==> src/rtl/lbm_pkg.sv <==
// lbm_pkg: shared types and constants of the label boundary marker.
// Used by lbm_raster, lbm_judge and label_boundary_marker_unit; depends on nothing.
package lbm_pkg;

  localparam int FW_BITS     = 11;  // frame_width register
  localparam int FH_BITS     = 16;  // frame_height register
  localparam int ROW_BITS    = FH_BITS + 1;  // raster row, runs one past the flush row
  localparam int LABEL_IN_W  = 16;
  localparam int OUT_ROW_W   = 16;
  localparam int OUT_COL_W   = 10;
  localparam int TDATA_OUT_W = 32;
  localparam int OUT_PAD_W   = TDATA_OUT_W - OUT_ROW_W - OUT_COL_W - 1;
  localparam int APB_ADDR_W  = 3;
  localparam int APB_DATA_W  = 32;
  localparam int NBR_COUNT   = 8;
  localparam int CNT_W       = 4;
  localparam int MIN_DIFF    = 2;   // unmarked differing neighbours needed for a mark

  localparam logic [FW_BITS-1:0] FW_RESET = 11'd640;
  localparam logic [FH_BITS-1:0] FH_RESET = 16'd480;

  typedef enum logic {
    REG_FRAME_WIDTH  = 1'b0,
    REG_FRAME_HEIGHT = 1'b1
  } reg_idx_t;

  // which neighbours of the centre pixel lie inside the frame
  typedef struct packed {
    logic top;
    logic bot;
    logic left;
    logic right;
  } nbr_ok_t;

  // per-item control from the raster scan
  typedef struct packed {
    logic    in_frame;  // item position holds a pixel of the frame
    logic    decide;    // item completes the window of an earlier pixel
    logic    last;      // that pixel is the last one of the frame
    nbr_ok_t ok;
    logic    w_one;     // frame is one column wide
  } scan_ctl_t;

endpackage

==> src/rtl/lbm_judge.sv <==
// lbm_judge: 3x3 label window, mark history and the boundary decision.
// Depends on lbm_pkg.
module lbm_judge import lbm_pkg::*; #(
  parameter int LABEL_BITS = 16
) (
  input  logic                  clk,
  input  logic                  rst,
  input  logic                  shift,
  input  logic                  decide,
  input  logic [LABEL_BITS-1:0] new_top,
  input  logic [LABEL_BITS-1:0] new_mid,
  input  logic [LABEL_BITS-1:0] new_bot,
  input  nbr_ok_t               ok,
  input  logic                  ur_mark,
  input  logic                  w_one,
  output logic                  mark
);

  // left and middle columns; the right column is the one arriving now
  logic [LABEL_BITS-1:0] l_top, l_mid, l_bot;
  logic [LABEL_BITS-1:0] m_top, m_mid, m_bot;
  logic                  up_mark;
  logic                  upleft_mark;
  logic                  left_mark;
  logic [NBR_COUNT-1:0]  fresh;
  logic [CNT_W-1:0]      count;

  always_comb begin
    fresh[0] = ok.top && ok.left && (l_top != m_mid) && !upleft_mark;
    fresh[1] = ok.top && (m_top != m_mid) && !up_mark;
    fresh[2] = ok.top && ok.right && (new_top != m_mid) && !ur_mark;
    fresh[3] = ok.left && (l_mid != m_mid) && !left_mark;
    fresh[4] = ok.right && (new_mid != m_mid);
    fresh[5] = ok.bot && ok.left && (l_bot != m_mid);
    fresh[6] = ok.bot && (m_bot != m_mid);
    fresh[7] = ok.bot && ok.right && (new_bot != m_mid);
  end

  always_comb begin
    count = '0;
    for (int i = 0; i < NBR_COUNT; i++) begin
      count = count + CNT_W'(fresh[i]);
    end
    mark = (count >= CNT_W'(MIN_DIFF));
  end

  always_ff @(posedge clk) begin
    if (shift) begin
      l_top <= m_top;
      l_mid <= m_mid;
      l_bot <= m_bot;
      m_top <= new_top;
      m_mid <= new_mid;
      m_bot <= new_bot;
    end
  end

  // up mark of the next centre is this up-right read, or this very mark
  // when the next centre sits directly below
  always_ff @(posedge clk) begin
    if (rst) begin
      up_mark     <= 1'b0;
      upleft_mark <= 1'b0;
      left_mark   <= 1'b0;
    end else if (decide) begin
      left_mark   <= mark;
      upleft_mark <= up_mark;
      up_mark     <= w_one ? mark : ur_mark;
    end
  end

endmodule

==> config.mk <==
export PLATFORM = sky130hd
export DESIGN_NAME = lbm_judge
export DESIGN_NICKNAME = d
export VERILOG_FILES = /design/src/rtl/lbm_pkg.sv /design/src/rtl/lbm_judge.sv
export SDC_FILE = /design/constraint.sdc
export NUM_CORES = 1
export LEC_CHECK = 0
export ABC_AREA = 1
export BUFFER_PORTS_ARGS = -buffer_cell sky130_fd_sc_hd__buf_2
export CORE_MARGIN = 8
export CORE_UTILIZATION = 55
export CTS_CLUSTER_DIAMETER = 150
export DETAILED_ROUTE_END_ITERATION = 8
export GPL_TIMING_DRIVEN = 0
export PLACE_DENSITY = 0.88
export REMOVE_ABC_BUFFERS = 1
export SLEW_MARGIN = 20
export SYNTH_ARGS = -nofsm -noshare
export SYNTH_HDL_FRONTEND = slang
export SYNTH_SLANG_ARGS = --single-unit
==> constraint.sdc <==
create_clock -name clk -period 7.3 [get_ports clk]
set_input_delay 0 -clock clk [delete_from_list [all_inputs] [get_ports clk]]
set_output_delay 0 -clock clk [all_outputs]
set_load 0.05 [all_outputs]
==> results.txt <==
RSZ-0062 raised after global routing -> false
Tmin final -> 4730 ps
hold endpoint -> left_mark
grt ovf -> 0
met3 WL -> 730 um
overall via count from detail_route -> 3741
met2 WL -> 5810 um
Synth cell types -> 21
worst hold stages -> 4
final setup vio count -> 0
post-route ant nets -> 0
Area Growth Syn to Fin -> 20.5%
die width -> 113 um
die area -> 12800 um^2
Total Wirelength -> 11200 um
maximum vdd drop -> 0.140 mV
Hold-fix buffers, CTS -> 52
clock sinks -> 99
max_cap viols -> 0
# Post-CTS Setup Buffers -> 0
Buffers on Ports -> 58
outcome -> finished clean
Avg Cell Area, Syn -> 9.84 um^2
Worst Max-Slew Pin Slew -> 680 ps
ant diodes -> 0
antenna violations before repair -> 0
sequential-to-total area share from yosys stat -> 0.566
R2R cell count -> 19
Worst path top cell family by delay -> adder cells
arrival time at the worst endpoint -> 4980 ps
period utilization -> 0.648
hpwl dp -> 7790 um
CTS buffer count -> 9
critical path endpoint category -> register
CP Max Fanout -> 10
Initial Utilization -> 0.565
clk slew on worst S/H paths -> 90 ps
clk buf depth -> 2
hold crit path type -> in -> reg
Die Height -> 113 um
largest net degree at the start of global routing -> 53
Post-Synthesis Cells -> 528
max frequency -> 0.211 GHz
GR Util All Layers -> 0.183
CTS tree -> done
share of cells above drive strength 1 -> 0.125
highest routed layer -> met4
Residual DRC -> 0
CTS H-tree lvls -> 3
leakage power -> 2.76 nW
worst r2r src -> m_mid[10]
crit path from -> m_mid[10]
synthesized flop and latch total -> 99
max_slew headroom -> 0.547
R2R setup slack -> 2570 ps
Detailed Route Iter0 Violations -> 304
Routability Congestion -> 0.831
CP max-delay cell -> edfxtp_1
routed metal-1 wirelength -> 4380 um
Synth area leader -> edfxtp_1
Pre-antenna DRT Iters -> 5
post-CTS sizing -> 0
Net count, final -> 699
Final Hold Viols -> 0
crit start category -> register
Core Area -> 9200 um^2
WL/cell -> 14.9 um
via-per-instance ratio -> 4.99
crit-path cells -> inv_1 > nand2_1 > nand2_1 > nor2_1 > nand2_1 > nor2_1 > nand2_1 > nand2_1 > fa_1 > fa_1 > inv_1 > fa_1 > ha_1 > fa_1 > a21oi_1 > nand2_1 > nand2_1 > a21oi_1 > dlygate4sd3_1
global-route wire length before repair -> 18400 um
setup total negative slack -> 0 ps
most frequent CP cell -> nand2_1
Slew Viols, Final -> 0
FILL cells -> 686
Hold WS -> 69.2 ps
Synth Cell Area -> 5190 um^2
num ports -> 59
clk_lat worst skew -> 360 ps
CTS root buf -> clkbuf_8
Power Density -> 213 nW/um^2
Worst Path Required -> 7540 ps
Area contributors post-synth -> edfxtp_1 55%, nand2_1 12%, xor2_1 11%
Clock Skews -> 6.42 ps
crit path kind -> reg -> reg
vias in the first global route -> 4020
max incr delay on CP -> 650 ps
yosys warns -> 0
r2r endpoint -> up_mark
row cnt -> 35
Synth top area share -> 0.555
HP Start -> decide
Worst Path Buf+Inv -> 3
==> flip-flops by register name (all words and copies together) (netlist names) <==
register     flops
m_mid           16
l_mid           16
m_top           16
left_mark        1
l_top           16
l_bot           16
m_bot           16
upleft_mark      1
up_mark          1
==> cell type report <==
| type | instances | area (um^2) | share of cell area |
|---|---|---|---|
| clock buffers | 9 | 124 | 0.0198 |
| clock inverters | 7 | 92.6 | 0.0148 |
| inverters | 59 | 221 | 0.0354 |
| multi-input cells | 354 | 1910 | 0.305 |
| flip-flops and latches | 99 | 2940 | 0.470 |
| well taps | 111 | 139 | 0.0222 |
| repair buffers | 111 | 833 | 0.133 |
==> placed cells by master (no fill, tap or decap), types with 2 or more instances in the layout <==
cell           synthesis  routed
ha_1                   3       3
clkinv_4               0       2
clkinv_1               0       2
inv_2                  5       5
dlygate4sd3_1          0      52
dfxtp_1                3       3
edfxtp_1              96      96
fa_1                   4       4
clkbuf_8               0       9
xnor2_1               30      30
xor2_1                63      63
inv_1                 54      54
buf_2                  1      57
a21oi_1                5       5
nand2_1              171     171
nor2_1                71      71
bufinv_16              0       2
==> synthesized netlist by cell type, drive strengths merged <==
| cell | n |
|---|---|
| nand2 | 172 |
| edfxtp | 96 |
| nor2 | 72 |
| xor2 | 63 |
| inv | 59 |
| xnor2 | 30 |
| buf | 16 |
| a21oi | 5 |
| fa | 4 |
| dfxtp | 3 |
| ha | 3 |
| nand3b | 1 |
| nor3 | 1 |
| o21ai | 1 |
| o21bai | 1 |
| or2 | 1 |
==> report_power, final <==
group	switching [mW]	internal (mW)	leakage [nW]
Combinational	0.132	0.106	1.69
Sequential	0.0456	0.673	0.964
Clock	0.187	0.192	0.104
==> worst min-delay path: stages <==
cell and delay, ps:
buf_2 130, inv_1 90, o21ai_0 110, inv_1 70
==> worst max-delay path by stage <==
stage / to / cells after the start
detailed placement: left_mark / 18
global route: up_mark / 19
CTS: up_mark / 19
floorplan: left_mark / 16
finish: up_mark / 19
global placement: left_mark / 18
==> cells by family (layout without fill, tap and decap cells) <==
family,count (synthesis),count (layout),synth area share
xor+xnor,93,93,0.157
simple gates,247,247,0.181
compound gates,7,7,0.00722
flops,99,99,0.566
buf+inv,75,186,0.0660
fa+ha+maj,7,7,0.0226
==> stage by stage <==
step | power, mW | cell area [um^2] | worst slack (ps) | util | instances
floorplan | 0.858 | 5070 | 3290 | - | 512
global placement | 0.923 | 5500 | 3360 | 0.598 | 681
detailed placement | 0.942 | 5530 | 3160 | 0.601 | 682
CTS | 1.34 | 6260 | 2690 | 0.681 | 750
global route | 1.40 | 6260 | 2320 | 0.681 | 750
finish | 1.34 | 6260 | 2570 | 0.681 | 750
==> per-layer routing <==
metal,GRT usage,vias up
met5,0,-
met4,0.0782,0
met3,0.0373,26
met2,0.324,131
met1,0.211,1745
li1,-,1839
Power figures use the tool's default switching activity.
