==> config.mk <==
export PLATFORM = sky130hd
export DESIGN_NAME = lbm_ram
export DESIGN_NICKNAME = d
export VERILOG_FILES = /design/src/rtl/lbm_ram.sv
export SDC_FILE = /design/constraint.sdc
export NUM_CORES = 1
export LEC_CHECK = 0
export BUFFER_PORTS_ARGS = -buffer_cell sky130_fd_sc_hd__buf_2
export CAP_MARGIN = 25
export CORE_MARGIN = 2
export CORE_UTILIZATION = 50
export CTS_CLUSTER_DIAMETER = 200
export CTS_CLUSTER_SIZE = 14
export DETAILED_ROUTE_END_ITERATION = 6
export GPL_TIMING_DRIVEN = 0
export PLACE_DENSITY = 0.7
export SETUP_SLACK_MARGIN = 0.02
export SLEW_MARGIN = 40
export SYNTH_ARGS = -nofsm -noshare
export SYNTH_HDL_FRONTEND = slang
export SYNTH_SLANG_ARGS = --single-unit
==> constraint.sdc <==
create_clock -name clk -period 1.9 [get_ports clk]
set_clock_uncertainty 0.2 [all_clocks]
set_input_delay 0.38 -clock clk [delete_from_list [all_inputs] [get_ports clk]]
set_output_delay 0.38 -clock clk [all_outputs]
set_load 0.005 [all_outputs]
==> src/rtl/lbm_ram.sv <==
// lbm_ram: generic single-write, single-read RAM with registered read data.
// Stand-alone; no package needed.
module lbm_ram #(
  parameter int WIDTH = 8,
  parameter int DEPTH = 16,
  localparam int AW = $clog2(DEPTH)
) (
  input  logic             clk,
  input  logic             we,
  input  logic [AW-1:0]    waddr,
  input  logic [WIDTH-1:0] wdata,
  input  logic             re,
  input  logic [AW-1:0]    raddr,
  output logic [WIDTH-1:0] rdata
);

  logic [WIDTH-1:0] mem [DEPTH];

  always_ff @(posedge clk) begin
    if (we) begin
      mem[waddr] <= wdata;
    end
    if (re) begin
      rdata <= mem[raddr];
    end
  end

endmodule

==> run metrics, run 1 <==
Worst VDD drop=about 0.48 mV; Post-Syn Nets=248; register area share after synthesis=approximately 78%; Final Max Slew Viols=0; status=finished, final reports clean; Critical Path AT=1.82 ns; Final Cycle Share=~90%; Placed Area=between 5000 and 6000 um^2; Pwr Density=~1100 nW/um^2; drt drc=0; critical path's slowest cell=mux4_1; CTS tree=yes; post_cts resized=0; CP Class=flip-flop to flip-flop; area growth from synthesis to layout=17.83%; Mapped Avg Cell Area=about 23 um^2; Clock Latency Late Sink=between 0.5 and 0.6 ns; CTS buffer count=17; #FFs+latches synth=136; Clk pin slew, worst setup/hold paths=0.06 ns; critical-path cell list=mux4_1, a22oi_1, nand2_1; fmax=roughly 570 MHz; Die X-Extent=~110 um; ys async rst share=0%; worst-margin pin slew=0.8107 ns; I/O pin cnt=27; WP data required=roughly 2.0 ns; Crit Path Max Fanout=1; total of max-cap violations=0; clock buffer depth=2; Die Y=106.3 um; Avg WL per Cell=22.59 um; start of the worst register-to-register path=mem[5][0]$_DFFE_PP_; via count=approximately 2400; hold depth=1; final hold violations=0; Die ar.=~11000 um^2; register cell area after layout=roughly 4000 um^2; Final Cell Area=between 6000 and 7000 um^2; R2R depth=3; area fraction of the dominant cell type after synthesis=about four fifths; max_slew headroom=45.75%; Starting Density=51.09%; WL final=9557 um; Finish-stage setup viols=0; largest net degree at the start of global routing=17; fillers=about 700; drt first pass iters=4; crit-path max cell delay=between 0.5 and 0.6 ns; cell count after synthesis=around 230; Post-DP HPWL=~6000 um; # diodes=0; Final min period=1.757 ns; total power=approximately 7.0 mW; global route overflow=0; RSZ-0062 raised after global routing=false; Hold WC Path Type=input port to flip-flop; Core ar.=~10000 um^2; # port buffers=25; Multi-input gate area=between 1000 and 1500 um^2; Final Util=between 60% and 70%; # hold bufs at CTS=1; Worst Hold End=mem[10][6]$_DFFE_PP_; Vias/cell=5.657; initial antenna violation count=0; number of global-route vias before repair=2467; Synth Cell Area=around 5200 um^2; GR Util All Layers=approximately a fifth; CTS H-tree depth=4; Leak Pwr=about 2.1 nW; most common flop cell mapped by yosys=edfxtp_1; antenna viol nets, final=0; critical path launch point type=flip-flop; top cells by area, synth=edfxtp_1 78%, mux4_2 7.8%, mux4_1 7.0%; layout cells sized above 1=a little under a third; count leader, synth=edfxtp_1; Yosys cell types=18; GPL Wtd Cong=0.6961; Crit path buffers/inverters=0; Yosys warnings=0; clock sink count=approximately 140; post-layout net count=between 200 and 300; CTS root buf=clkbuf_8; EDFF count, synth=roughly 140; Hold Crit Start=wdata[6]; postcts setup bufs=0; top cells by count, synth=136 x edfxtp_1, 18 x mux4_2, 16 x a22oi_1; global-route wire length before repair=between 10000 and 15000 um; flop2flop setup slack=between 0.1 and 0.15 ns; kind of cell adding the most delay to the critical path=multiplexers; FF-to-FF End=rdata[0]$_DFFE_PP_; DRT iter0 DRCs=198; FP Rows=37; CP Capture Type=flip-flop; Synth area leader=edfxtp_1
per-layer routing:
| layer | up-vias | track usage, % | wire length [um] |
|---|---|---|---|
| met5 | - | 0 | 0 |
| met4 | 0 | 7.519 | 175 |
| met3 | 12 | 6.560 | 563 |
| met2 | 80 | 28.53 | 4705 |
| met1 | 1227 | 25.82 | 4112 |
| li1 | 1074 | - | - |
state kept, by name, summed over array words and instances (netlist names):
| name | cells |
|---|---|
| mem | 128 |
| rdata | 8 |
worst register-to-register path, stage by stage (launching register included):
cell	delay, ns
edfxtp_1	0.35
mux4_1	0.55
a22oi_1	0.29
nand2_1	0.11
report_power, final:
part	switching, mW	internal (mW)	total, mW
clock	1.16	2.11	3.27
combinational	0.184	0.132	0.316
sequential	0.0141	3.38	3.40
metrics by stage:
stage / setup TNS (ns) / instances / hold slack (ns) / setup WS (ns)
6_report: 0 / 423 / 0.04927 / 0.1426
5_1_grt: 0 / 423 / 0.03298 / 0.1038
4_1_cts: 0 / 423 / 0.03102 / 0.09912
3_5_place_dp: -19.44 / 390 / 0.5434 / -0.4039
3_3_place_gp: -25.04 / 390 / 0.5305 / -0.4512
2_1_floorplan: 0 / 229 / 0.2789 / 0.03759
cell type report:
class,count,share of cell area [%]
buffer,10,1.402
clock buffer,18,6.784
clock inverter,14,2.945
multi-input combinational,83,17.61
sequential,136,66.30
tap,136,2.763
timing repair buffer,26,2.194
kinds of logic after synthesis:
kind of cell,share of synthesized area [%]
AO/OA/AOI/OAI,2.298
buffers and inverters,1.651
flip-flops,78.12
multiplexers,14.79
AND/OR/NAND/NOR,3.136
worst max-delay path by stage:
stage	end	slack, ns	depth (start not counted)	from
global placement	mem[8][1]$_DFFE_PP_	-0.45	3	waddr[2]
CTS	rdata[0]$_DFFE_PP_	0.1	3	mem[4][0]$_DFFE_PP_
detailed placement	mem[2][2]$_DFFE_PP_	-0.40	3	waddr[2]
floorplan	rdata[1]$_DFFE_PP_	0.04	5	raddr[0]
global route	rdata[0]$_DFFE_PP_	0.10	3	mem[2][0]$_DFFE_PP_
finish	rdata[0]$_DFFE_PP_	0.14	3	mem[5][0]$_DFFE_PP_
cell usage in the layout, fill, tap and decap left out, drive strengths merged:
| cell type | synthesis | layout |
|---|---|---|
| or3b | 1 | 1 |
| nor2b | 1 | 1 |
| and2 | 1 | 1 |
| nand3 | 1 | 1 |
| mux4 | 32 | 32 |
| clkdlybuf4s25 | 3 | 3 |
| nor3 | 4 | 4 |
| dlygate4sd3 | 0 | 1 |
| nand2b | 2 | 2 |
| a22oi | 16 | 16 |
| buf | 7 | 32 |
| nand2 | 9 | 9 |
| nor2 | 13 | 13 |
| bufinv | 0 | 4 |
| clkinvlp | 0 | 1 |
| clkinv | 0 | 9 |
| nand3b | 2 | 2 |
| clkbuf | 0 | 18 |
| and2b | 1 | 1 |
| edfxtp | 136 | 136 |
Power figures use the tool's default switching activity.
==> run 2, diff against run 1 <==
HOLD_SLACK_MARGIN = 0.1   (was not set)
==> run 2 against run 1 <==
Net effect:
- final area increased by 1.3%
- worst hold slack improved by 0.13 ns
- critical path depth unchanged
- highest routed layer unchanged
- routed wire length increased by 0.35%
==> run metrics, run 2 (synthesis results as in run 1) <==
Crit Path Max Fanout=1 (unchanged); Die X-Extent=106.3 um (unchanged); register cell area after layout=4084 um^2 (unchanged); largest registers=mem x128, rdata x8 (unchanged); post-layout net count=301 (was 293); GPL Wtd Cong=0.6961 (unchanged); CTS tree=yes (unchanged); CP Capture Type=flip-flop (unchanged); area growth from synthesis to layout=19.36% (was 17.83%); Clock Latency Late Sink=0.52 ns (about the same); Final Cycle Share=93.62% (was 92.49%); Post-DP HPWL=5964 um (unchanged); antenna viol nets, final=0 (unchanged); FP Rows=37 (unchanged); CP Class=flip-flop to flip-flop (unchanged); layout cells sized above 1=30.51% (was 31.36%); fillers=706 (was 713); I/O pin cnt=27 (unchanged); initial antenna violation count=0 (unchanged); status=finished, final reports clean (unchanged); final hold violations=0 (unchanged); max_slew headroom=46.33% (was 45.75%); CTS root buf=clkbuf_8 (unchanged); Biggest register=mem (unchanged); CTS buffer count=17 (unchanged); post_cts resized=0 (unchanged); clock sink count=136 (unchanged); Hold WC Path Type=input port to flip-flop (unchanged); via count=2438 (was 2393); DRT iter0 DRCs=199 (was 198); # port buffers=25 (unchanged); Die ar.=11290 um^2 (unchanged); Final min period=1.779 ns (was 1.757 ns); Die Y=106.3 um (unchanged); global-route wire length before repair=14650 um (was 14550 um); Final Max Slew Viols=0 (unchanged); largest net degree at the start of global routing=17 (unchanged); global route overflow=0 (unchanged); Pwr Density=1120 nW/um^2 (was 1134 nW/um^2); WL final=9590 um (was 9557 um); total power=6.991 mW (was 6.983 mW); drt drc=0 (unchanged); commonest non-fill, non-tap cell in the layout=edfxtp_1 (unchanged); Placed Area=5543 um^2 (unchanged); Finish-stage setup viols=0 (unchanged); most frequent cells in the layout=136 x edfxtp_1, 28 x buf_2, 18 x mux4_2 (unchanged); Multi-input gate area=1085 um^2 (unchanged); Clk pin slew, worst setup/hold paths=0.06 ns (about the same); Core ar.=10230 um^2 (unchanged); RSZ-0062 raised after global routing=false (unchanged); Vias/cell=5.657 (about the same); number of global-route vias before repair=2502 (was 2467); fmax=562.2 MHz (was 569.0 MHz); Leak Pwr=2.089 nW (was 2.056 nW); drt first pass iters=4 (unchanged); clock buffer depth=2 (unchanged); GR Util All Layers=19.10% (was 18.99%); Worst VDD drop=0.4835 mV (was 0.4805 mV); max reg flops=128 (unchanged); Critical Path AT=1.84 ns (was 1.82 ns); WP data required=1.96 ns (about the same); critical path launch point type=flip-flop (unchanged); Final Cell Area=6240 um^2 (was 6160 um^2); CTS H-tree depth=4 (unchanged); Avg WL per Cell=22.25 um (was 22.59 um); # diodes=0 (unchanged); Starting Density=51.09% (unchanged); worst-margin pin slew=0.8021 ns (was 0.8107 ns); total of max-cap violations=0 (unchanged)
## run 2: cell count changes in the layout (fill, tap and decap cells not counted), sizes merged
cell	change
dlygate4sd3	+8
## run 2: path summary, 6_finish.rpt
check                  startpoint              endpoint  slack, ns  depth (start not counted)
max           mem[5][0]$_DFFE_PP_    rdata[0]$_DFFE_PP_       0.12                          3
max reg2reg   mem[5][0]$_DFFE_PP_    rdata[0]$_DFFE_PP_       0.12                          3
min                      waddr[0]  mem[12][4]$_DFFE_PP_       0.18                          2
min reg2reg  mem[11][4]$_DFFE_PP_    rdata[4]$_DFFE_PP_       0.56                          3
## run 2: where the power goes
group | switching [mW] | leakage (nW) | internal [mW]
clock | 1.15 | 0.293 | 2.11
sequential | 0.0140 | 1.24 | 3.38
combinational | 0.187 | 0.560 | 0.142
total | 1.35 | 2.09 | 5.64
## run 2: area by class of cell
| type | instances | share of cell area [%] |
|---|---|---|
| multi-input cells | 83 | 17.39 |
| repair buffers | 34 | 3.449 |
| well taps | 136 | 2.727 |
| clock inverters | 14 | 2.908 |
| flip-flops and latches | 136 | 65.45 |
| plain buffers | 10 | 1.384 |
| clock buffers | 18 | 6.697 |
## run 2: per-stage QoR
stage / setup TNS [ns] / setup WS, ns / utilization (%) / hold slack (ns) / instances
floorplan: 0 / 0.03759 / - / 0.2789 / 229
global placement: -25.04 / -0.4512 / 54.03 / 0.5305 / 390
detailed placement: -19.44 / -0.4039 / 54.18 / 0.5434 / 390
CTS: 0 / 0.09912 / 60.91 / 0.1537 / 431
global route: 0 / 0.09200 / 60.99 / 0.1692 / 431
finish: 0 / 0.1212 / 60.99 / 0.1815 / 431
## run 2: layer usage
layer	global-route usage (%)	up-vias	routed length, um
met4	7.519	0	125
li1	-	1093	-
met5	0	-	0
met3	6.928	9	675
met2	28.71	91	4766
met1	25.73	1245	4023
## run 2: worst max-delay path, cell delays in order (launching register included)
cell      delay, ns
edfxtp_1       0.35
mux4_1         0.55
a22oi_1        0.31
nand2_1        0.11
## run 2: repair_timing
item,CTS,global route
buffers inserted,0,0
hold endpoints to repair,136,0
hold buffers,9,0
setup endpoints to repair,0,0
