===== src/rtl/lbm_pkg.sv =====
// lbm_pkg: shared types and constants of the label boundary marker.
// Used by lbm_raster, lbm_judge and label_boundary_marker_unit; depends on nothing.
package lbm_pkg;

  localparam int FW_BITS     = 11;  // frame_width register
  localparam int FH_BITS     = 16;  // frame_height register
  localparam int ROW_BITS    = FH_BITS + 1;  // raster row, runs one past the flush row
  localparam int LABEL_IN_W  = 16;
  localparam int OUT_ROW_W   = 16;
  localparam int OUT_COL_W   = 10;
  localparam int TDATA_OUT_W = 32;
  localparam int OUT_PAD_W   = TDATA_OUT_W - OUT_ROW_W - OUT_COL_W - 1;
  localparam int APB_ADDR_W  = 3;
  localparam int APB_DATA_W  = 32;
  localparam int NBR_COUNT   = 8;
  localparam int CNT_W       = 4;
  localparam int MIN_DIFF    = 2;   // unmarked differing neighbours needed for a mark

  localparam logic [FW_BITS-1:0] FW_RESET = 11'd640;
  localparam logic [FH_BITS-1:0] FH_RESET = 16'd480;

  typedef enum logic {
    REG_FRAME_WIDTH  = 1'b0,
    REG_FRAME_HEIGHT = 1'b1
  } reg_idx_t;

  // which neighbours of the centre pixel lie inside the frame
  typedef struct packed {
    logic top;
    logic bot;
    logic left;
    logic right;
  } nbr_ok_t;

  // per-item control from the raster scan
  typedef struct packed {
    logic    in_frame;  // item position holds a pixel of the frame
    logic    decide;    // item completes the window of an earlier pixel
    logic    last;      // that pixel is the last one of the frame
    nbr_ok_t ok;
    logic    w_one;     // frame is one column wide
  } scan_ctl_t;

endpackage


===== src/rtl/lbm_raster.sv =====
// lbm_raster: raster position of the next item and the per-item window control.
// Depends on lbm_pkg.
module lbm_raster import lbm_pkg::*; #(
  parameter int MAX_WIDTH = 1024,
  localparam int CW = $clog2(MAX_WIDTH),
  localparam int WW = $clog2(MAX_WIDTH + 1)
) (
  input  logic                 clk,
  input  logic                 rst,
  input  logic                 clear,
  input  logic                 step,
  input  logic [FW_BITS-1:0]   frame_width,
  input  logic [FH_BITS-1:0]   frame_height,
  output logic [CW-1:0]        col,
  output logic [CW-1:0]        dc,
  output logic [OUT_ROW_W-1:0] dr,
  output scan_ctl_t            ctl
);

  logic [WW-1:0]       eff_w;
  logic [WW-1:0]       w_m1;
  logic [ROW_BITS-1:0] eff_h;
  logic [ROW_BITS-1:0] row;
  logic [ROW_BITS-1:0] row_next;
  logic [ROW_BITS-1:0] dr_full;
  logic [CW-1:0]       col_next;
  logic                at_row_end;

  always_comb begin
    if (frame_width == '0) begin
      eff_w = WW'(1);
    end else if (32'(frame_width) > 32'(MAX_WIDTH)) begin
      eff_w = WW'(MAX_WIDTH);
    end else begin
      eff_w = WW'(frame_width);
    end
    w_m1  = eff_w - WW'(1);
    eff_h = (frame_height == '0) ? ROW_BITS'(1) : ROW_BITS'(frame_height);
  end

  // centre pixel sits one row and one column behind the item
  always_comb begin
    at_row_end   = (WW'(col) == w_m1);
    ctl.in_frame = (row < eff_h);
    ctl.decide   = (row >= ROW_BITS'(2)) || ((row == ROW_BITS'(1)) && (col != '0));
    ctl.last     = ctl.decide && (row == eff_h + ROW_BITS'(1));
    dc           = (col == '0) ? CW'(w_m1) : col - CW'(1);
    dr_full      = (col == '0) ? row - ROW_BITS'(2) : row - ROW_BITS'(1);
    dr           = OUT_ROW_W'(dr_full);
    ctl.ok.top   = (dr_full != '0);
    ctl.ok.bot   = ((dr_full + ROW_BITS'(1)) < eff_h);
    ctl.ok.left  = (dc != '0);
    ctl.ok.right = (WW'(dc) != w_m1);
    ctl.w_one    = (eff_w == WW'(1));
  end

  always_comb begin
    if (ctl.last) begin
      col_next = '0;
      row_next = '0;
    end else if (at_row_end) begin
      col_next = '0;
      row_next = row + ROW_BITS'(1);
    end else begin
      col_next = col + CW'(1);
      row_next = row;
    end
  end

  always_ff @(posedge clk) begin
    if (rst || clear) begin
      col <= '0;
      row <= '0;
    end else if (step) begin
      col <= col_next;
      row <= row_next;
    end
  end

endmodule


===== config.mk =====
export PLATFORM = sky130hd
export DESIGN_NAME = lbm_raster
export DESIGN_NICKNAME = d
export VERILOG_FILES = /design/src/rtl/lbm_pkg.sv /design/src/rtl/lbm_raster.sv
export SDC_FILE = /design/constraint.sdc
export NUM_CORES = 1
export LEC_CHECK = 0
export BUFFER_PORTS_ARGS = -buffer_cell sky130_fd_sc_hd__buf_2
export CAP_MARGIN = 20
export CORE_AREA = 2 2 128 130
export DETAILED_ROUTE_END_ITERATION = 6
export DIE_AREA = 0 0 130 132
export GPL_TIMING_DRIVEN = 0
export PLACE_DENSITY = 0.55
export SYNTH_ARGS = -nofsm -noshare
export SYNTH_HDL_FRONTEND = slang
export SYNTH_SLANG_ARGS = --single-unit

===== constraint.sdc =====
create_clock -name clk -period 4 [get_ports clk]
set_input_delay 0.2 -clock clk [delete_from_list [all_inputs] [get_ports clk]]
set_output_delay 0.2 -clock clk [all_outputs]
set_load 0.01 [all_outputs]

==> key figures, run 1 <==
Die
  – Row cnt: between 40 and 50
  – Die Ht: between 100 and 150 um
  – Starting Density: ~30%
  – Area of the core: around 16,000 um2
  – Die area: 17,160 um2
  – Die Width: between 100 and 150 um
  – I/O pin count: 75

Detailed routing
  – Met2 wire len: just under 7000 um
  – Drt first pass iters: 5
  – DR WL/cell: around 16 um
  – Drt total wl: 14,970 um
  – M1 WL: about 7500 um
  – Drt initial violations: roughly 310
  – Via count: roughly 5,100
  – Residual DRC: 0
  – Met3 wire length: around 570 um
  – Top layer in use: met4
  – Antenna Violating Nets Remaining: 0
  – Vias/cell: 5.290

Min path
  – Worst hold path stage count: 3
  – Worst hold start: step
  – Worst min path class: in2reg
  – Sink of the worst hold path: col[0]

Timing
  – Final Skew: ~7.7 ps
  – Final Hold Vio Count: 0
  – Tmin final: 4461 ps
  – Max Slew Vio Count: 0
  – RSZ-0062 raised after global routing: yes
  – Rel. slew slack: between 50% and 60%
  – Worst-Margin Slew: between 700 and 800 ps
  – Final-report setup violation count: 1
  – FMAX: roughly 220 MHz
  – Crit share post-route: 111.5%
  – Post-route worst setup slack: -461.2 ps

Setup path
  – Setup CP Type: reg2out
  – Largest fanout on the critical path: 5
  – Slowest Stage Delay on Critical Path: about 590 ps
  – Reg2reg end: row[10]
  – Critical Path Sink Type: output port
  – CP max-delay cell: or4_4
  – Crit path cell chain: buf_6, or4_4, o311a_4, nor2_4, buf_12, xnor2_4, and3_4, and3_4, buf_4, xor2_1, ha_1, o21a_1, o21a_1, o21ai_1, a31oi_1, o2111ai_1, nand3_1, nor3_2, buf_2
  – Arr. time, crit path: 4260 ps
  – Startpoint types: flop
  – R2r setup slk: 690 ps
  – Worst Path Required: 3800 ps
  – R2R Path Start: row[7]
  – Worst reg2reg path depth: 10

Placed design
  – Post-DP HPWL: between 10,000 and 15,000 um
  – Pre-CTS WS: -608.1 ps
  – Gp weighted congestion: ~0.9
  – Number of port buffers: 66

Pwr
  – Power Density: 149.8 nW/um2
  – VDD IR max: between 0.0001 and 0.00015 V
  – Pwr Total: 884.4 uW
  – Leak: approximately 2.4 nW

CTS
  – Worst-path clk slew: about 80 ps
  – Clk root buf: clkbuf_16
  – CTS Buffer Depth: 2
  – CTS tree: built
  – Inserted Clock Buffers: 3
  – # H-tree levels: 1
  – CTS sink count: 27
  – Clock Latency Late Sink: 270 ps

Outcome
  – Outcome: complete, but fails checks
  – Violated checks: setup timing

Finish
  – Filler cell count: between 1,500 and 2,000
  – N_diodes: 0
  – Share of layout cells above drive strength 1: roughly a quarter
  – Final nets: 822
  – Layout Area Growth over Synthesis: 26.59%

Synth
  – Netlist Area Pre-Place: between 4000 and 5000 um2
  – Average size of a mapped cell: roughly 7.2 um2
  – Yosys top cell area share: between 10% and 20%
  – Ranking of synthesized cells by area: ha_1 (12%), dfxtp_1 (12%), xnor2_1 (9.2%), xor2_1 (5.3%), nor2_1 (4.3%)
  – Yosys warning count: 0
  – Post-synth EDFFs: 0
  – Sequential area share after synthesis: 11.59%
  – Ys async rst share: 0%
  – Synthesized flop and latch total: 27
  – Ys flop type: dfxtp_1
  – Mapped Nets: 720
  – Post-Syn Instances: 644
  – Yosys top cell by area: ha_1
  – Netlist cell types: 84

Global routing
  – First-pass GRT wire length: ~24,000 um
  – Initial antenna violation count: 0
  – Total track usage: 16.93%
  – GRT overflow: 0
  – Largest net degree at the start of global routing: 17
  – Vias in the first global route: roughly 4,600

Run
  – Maxcap violations: 0
## registers in the layout, indices dropped and copies added, names as in the netlist
register  count
row          17
col          10
## cell usage after synthesis, types with 6 or more instances
| library cell | instances |
|---|---|
| xnor2_1 | 49 |
| and2_1 | 7 |
| buf_2 | 13 |
| a21oi_1 | 29 |
| nand4_1 | 23 |
| clkbuf_1 | 23 |
| nor3_1 | 24 |
| dfxtp_1 | 27 |
| ha_1 | 45 |
| nand3_1 | 29 |
| or4_1 | 7 |
| o31ai_1 | 9 |
| a211oi_1 | 8 |
| nor4_1 | 15 |
| nand2_1 | 42 |
| a31oi_1 | 12 |
| o21ai_0 | 30 |
| xor2_1 | 28 |
| and3_1 | 15 |
| nor2_1 | 54 |
| inv_1 | 39 |
| a21o_1 | 6 |
| nand2b_1 | 9 |
## how the worst max path moves through the flow
| stage | from | endpoint | slack, ps |
|---|---|---|---|
| 4_1_cts | col[0] | ctl[3] | -520 |
| 3_5_place_dp | col[8] | ctl[3] | -610 |
| 5_1_grt | col[7] | ctl[3] | -680 |
| 3_3_place_gp | col[8] | ctl[3] | -590 |
| 2_1_floorplan | col[0] | ctl[3] | -50 |
| 6_report | col[7] | ctl[3] | -460 |
## cell usage in the layout, fill, tap and decap left out, types with 11 or more instances in the layout
cell type,count
xnor2_1,42
and3_1,13
nor3_1,21
dfxtp_1,21
buf_4,35
nor4_1,14
ha_1,41
a31oi_1,11
nand3_1,26
nand2_1,41
clkbuf_1,19
nor2_1,52
buf_2,77
xor2_1,27
inv_1,35
nand4_1,23
o21ai_0,29
a21oi_1,27
## power breakdown
group          switching [mW]  internal (mW)
Clock                   0.105          0.136
Combinational           0.212          0.162
Sequential           0.000962          0.268
Total                   0.318          0.567
## routing by layer
layer | up-vias | GRT usage [%]
li1 | 2568 | -
met3 | 10 | 1.136
met4 | 0 | 2.330
met1 | 2394 | 25.95
met2 | 112 | 26.41
met5 | - | 0
## worst max-delay path, delay by kind of cell, from the launching register on
kind / cells / cell delay (ps)
AOI/OAI and AO/OA: 6 / 1160
xor gates and xnor gates: 2 / 280
adders and majority gates: 1 / 250
buffers and inverters: 4 / 500
DFF: 1 / 330
and+or+nand+nor: 6 / 1450
## cell type report
class	instances	area, um2	share of cell area, %
plain buffers	40	202.7	3.434
inverters	40	155.1	2.628
clock buffers	3	75.07	1.272
multi-input cells	535	4049	68.59
clock inverters	1	7.507	0.1272
well taps	216	270.3	4.578
flip-flops and latches	27	553.0	9.368
repair buffers	99	590.6	10.00
## cell families after synthesis
kind of cell	count (synthesis)	synth area share, %
AND/OR/NAND/NOR	262	31.42
AO/OA/AOI/OAI	145	21.87
buffers and inverters	82	7.271
XOR/XNOR	77	14.46
adder cells (fa/ha/maj)	45	12.07
flip-flops	27	11.59
multiplexers	6	1.315
## stage by stage
| step | setup TNS (ps) | utilization [%] | instances | area (um2) | hold slack (ps) |
|---|---|---|---|---|---|
| floorplan | -54.90 | - | 644 | 4802 | 354.8 |
| global placement | -6578 | 34.38 | 926 | 5403 | 579.4 |
| detailed placement | -6790 | 34.38 | 926 | 5403 | 575.8 |
| CTS | -520.3 | 36.19 | 945 | 5687 | 295.8 |
| global route | -683.2 | 37.57 | 961 | 5903 | 313.0 |
| finish | -461.2 | 37.57 | 961 | 5903 | 297.7 |
## timing repair
action,4_1_cts,5_1_grt
buffers inserted,16,17
resized for setup,18,28
endpoints found under the setup margin,11,13
pin swaps,16,25
hold buffers,0,0
Power figures use the tool's default switching activity.
==> run 2, diff against run 1 <==
--- a/config.mk
+++ b/config.mk
@@ -12,6 +12,7 @@
 export DIE_AREA = 0 0 130 132
 export GPL_TIMING_DRIVEN = 0
 export PLACE_DENSITY = 0.55
+export SETUP_SLACK_MARGIN = 0.3
 export SYNTH_ARGS = -nofsm -noshare
 export SYNTH_HDL_FRONTEND = slang
 export SYNTH_SLANG_ARGS = --single-unit
==> run 2 against run 1 <==
  * The run still ends with setup timing left
  * First-iteration DRC count is 0.64% higher
  * Die area stayed put
  * Hold slack better by 7.2 ps
  * Clock power is 2% higher
  * Global-route usage is 0.058 points lower
  * Combinational power is 2% higher
  * Worst setup slack worse by 49 ps
  * Utilization is 0.072 points higher
  * Register-to-register slack better by 90 ps
  * Largest power group unchanged
==> key figures, run 2 (synthesized netlist as in run 1, its figures left out) <==
Pwr
  – Power Density: 151.2 nW/um2 (+0.93%)
  – VDD IR max: 0.0001507 V (+2.2%)
  – Leak: 2.399 nW (-0.16%)
  – Pwr Total: 894.4 uW (+1.1%)

Die
  – I/O pin count: 75 (unchanged)
  – Area of the core: 15,710 um2 (unchanged)
  – Die Ht: 132 um (unchanged)
  – Starting Density: 29.68% (unchanged)
  – Die Width: 130 um (unchanged)
  – Die area: 17,160 um2 (unchanged)
  – Row cnt: 46 (unchanged)

Global routing
  – Largest net degree at the start of global routing: 17 (unchanged)
  – Initial antenna violation count: 0 (unchanged)
  – Total track usage: 16.88% (-0.058 points)
  – Vias in the first global route: 4,582 (-0.84%)
  – First-pass GRT wire length: 23,840 um (-0.52%)
  – GRT overflow: 0 (unchanged)

Timing
  – Tmin final: 4511 ps (+49.45 ps)
  – Crit share post-route: 112.8% (+1.2 points)
  – FMAX: 221.7 MHz (-1.1%)
  – Worst-Margin Slew: 715.9 ps (-1.151 ps)
  – Final Skew: 6.506 ps (-1.210 ps)
  – Final Hold Vio Count: 0 (unchanged)
  – Post-route worst setup slack: -510.6 ps (-49.45 ps)
  – Final-report setup violation count: 1 (unchanged)
  – Hold slack final: 304.9 ps (+7.154 ps)
  – Max Slew Vio Count: 0 (unchanged)
  – Rel. slew slack: 51.87% (+0.077 points)
  – RSZ-0062 raised after global routing: yes

CTS
  – CTS tree: built
  – Worst-path clk slew: 80 ps (about the same)
  – CTS Hold Buffers Added: 0 (unchanged)
  – # H-tree levels: 1 (unchanged)
  – Clock Latency Late Sink: 270 ps (about the same)
  – Inserted Clock Buffers: 3 (unchanged)
  – CTS Buffer Depth: 2 (unchanged)
  – Clk root buf: clkbuf_16
  – CTS sink count: 27 (unchanged)

Detailed routing
  – Drt first pass iters: 5 (unchanged)
  – Drt initial violations: 314 (+0.64%)
  – Drt total wl: 14,960 um (about the same)
  – DR WL/cell: 15.68 um (+0.66%)
  – Antenna Violating Nets Remaining: 0 (unchanged)
  – Residual DRC: 0 (unchanged)
  – Vias/cell: 5.310 (+0.38%)
  – Via count: 5,066 (-0.35%)

Finish
  – Largest regs: row x17, col x10
  – Final nets: 815 (-0.85%)
  – Layout Area Growth over Synthesis: 26.83%
  – Largest Register: row
  – Finished Layout Cells: 954 (-0.73%)
  – N_diodes: 0 (unchanged)
  – Commonest non-fill, non-tap cells in the layout: buf_2 (76), nor2_1 (52), xnor2_1 (42), nand2_1 (41), ha_1 (40)
  – Leading cell type in the layout, fill and taps excluded: buf_2
  – Share of layout cells above drive strength 1: 26.15% (+0.11 points)
  – Max reg flops: 17 (unchanged)

Setup path
  – Arr. time, crit path: 4310 ps (+50 ps)
  – Startpoint types: flop
  – Crit path cell chain: buf_8, clkinv_8, ha_4, or4b_4, nor4_4, nor2_4, buf_12, xnor2_4, and3_4, and3_4, buf_4, xor2_1, ha_1, o21a_1, o21a_1, o21ai_2, a31oi_1, o2111ai_1, nand3_1, nor3_2, buf_2
  – R2R Path Start: row[7]
  – Setup CP Type: reg2out
  – Largest fanout on the critical path: 4 (-1)
  – Worst reg2reg path depth: 10 (unchanged)
  – Reg2reg end: row[6]
  – R2r setup slk: 780 ps (+90 ps)
  – CP max-delay cell: or4b_4
  – Slowest Stage Delay on Critical Path: 520 ps (-70 ps)
  – Worst Path Required: 3800 ps (about the same)
  – Critical Path Sink Type: output port

Min path
  – Sink of the worst hold path: col[2]
  – Worst hold path stage count: 3 (unchanged)
  – Worst min path class: in2reg
  – Worst hold start: step

Placed design
  – Post-DP HPWL: 12,050 um (unchanged)
  – Dpl cells: 926 (unchanged)
  – Gp weighted congestion: 0.8921 (unchanged)
  – Number of port buffers: 66 (unchanged)
  – Pre-CTS WS: -608.1 ps (unchanged)

Outcome
  – Violated checks: setup timing
  – Outcome: complete, but fails checks

Run
  – Maxcap violations: 0 (unchanged)
[run 2: cell type report]
cell class / count / area (um2)
multi-input cells: 535 / 4100
repair buffers: 90 / 523.0
flip-flops and latches: 27 / 545.5
plain buffers: 42 / 226.5
clock inverters: 1 / 7.507
well taps: 216 / 270.3
inverters: 40 / 166.4
fillers: 1680 / 9798
clock buffers: 3 / 75.07
[run 2: metal layers]
metal / GRT usage, % / wire (um)
met1: 25.95 / 7556
met2: 26.03 / 6758
met3: 1.136 / 531
met4: 2.688 / 116
met5: 0 / 0
[run 2: how the worst max path moves through the flow]
stage / from / to / cells past startpoint
2_1_floorplan: col[0] / ctl[3] / 18
3_3_place_gp: col[8] / ctl[3] / 17
3_5_place_dp: col[8] / ctl[3] / 17
4_1_cts: col[0] / ctl[3] / 19
5_1_grt: col[2] / ctl[3] / 17
6_report: col[0] / ctl[3] / 21
[run 2: critical path, delay by kind of cell, from the launching register on]
| family | cells | cell delay, ps |
|---|---|---|
| compound gates | 5 | 740 |
| xor+xnor | 2 | 340 |
| simple gates | 7 | 1660 |
| buf+inv | 5 | 570 |
| flops | 1 | 330 |
| fa+ha+maj | 2 | 380 |
[run 2: power breakdown]
| group | total (mW) | internal, mW | switching [mW] |
|---|---|---|---|
| Sequential | 0.270 | 0.269 | 0.000900 |
| Combinational | 0.380 | 0.164 | 0.216 |
| Clock | 0.245 | 0.136 | 0.108 |
[run 2: what timing repair did]
item	CTS	global route
endpoints found under the hold margin	0	0
buffers inserted	10	14
resized for setup	13	47
pin swaps	14	25
setup endpoints to repair	29	26
[run 2: metrics by stage]
step	util (%)	area (um2)	TNS, ps
after detailed placement	34.38	5403	-6790
after global routing	37.64	5914	-779.7
final	37.64	5914	-510.6
after floorplan	-	4802	-54.90
after global placement	34.38	5403	-6578
after CTS	35.84	5632	-619.4
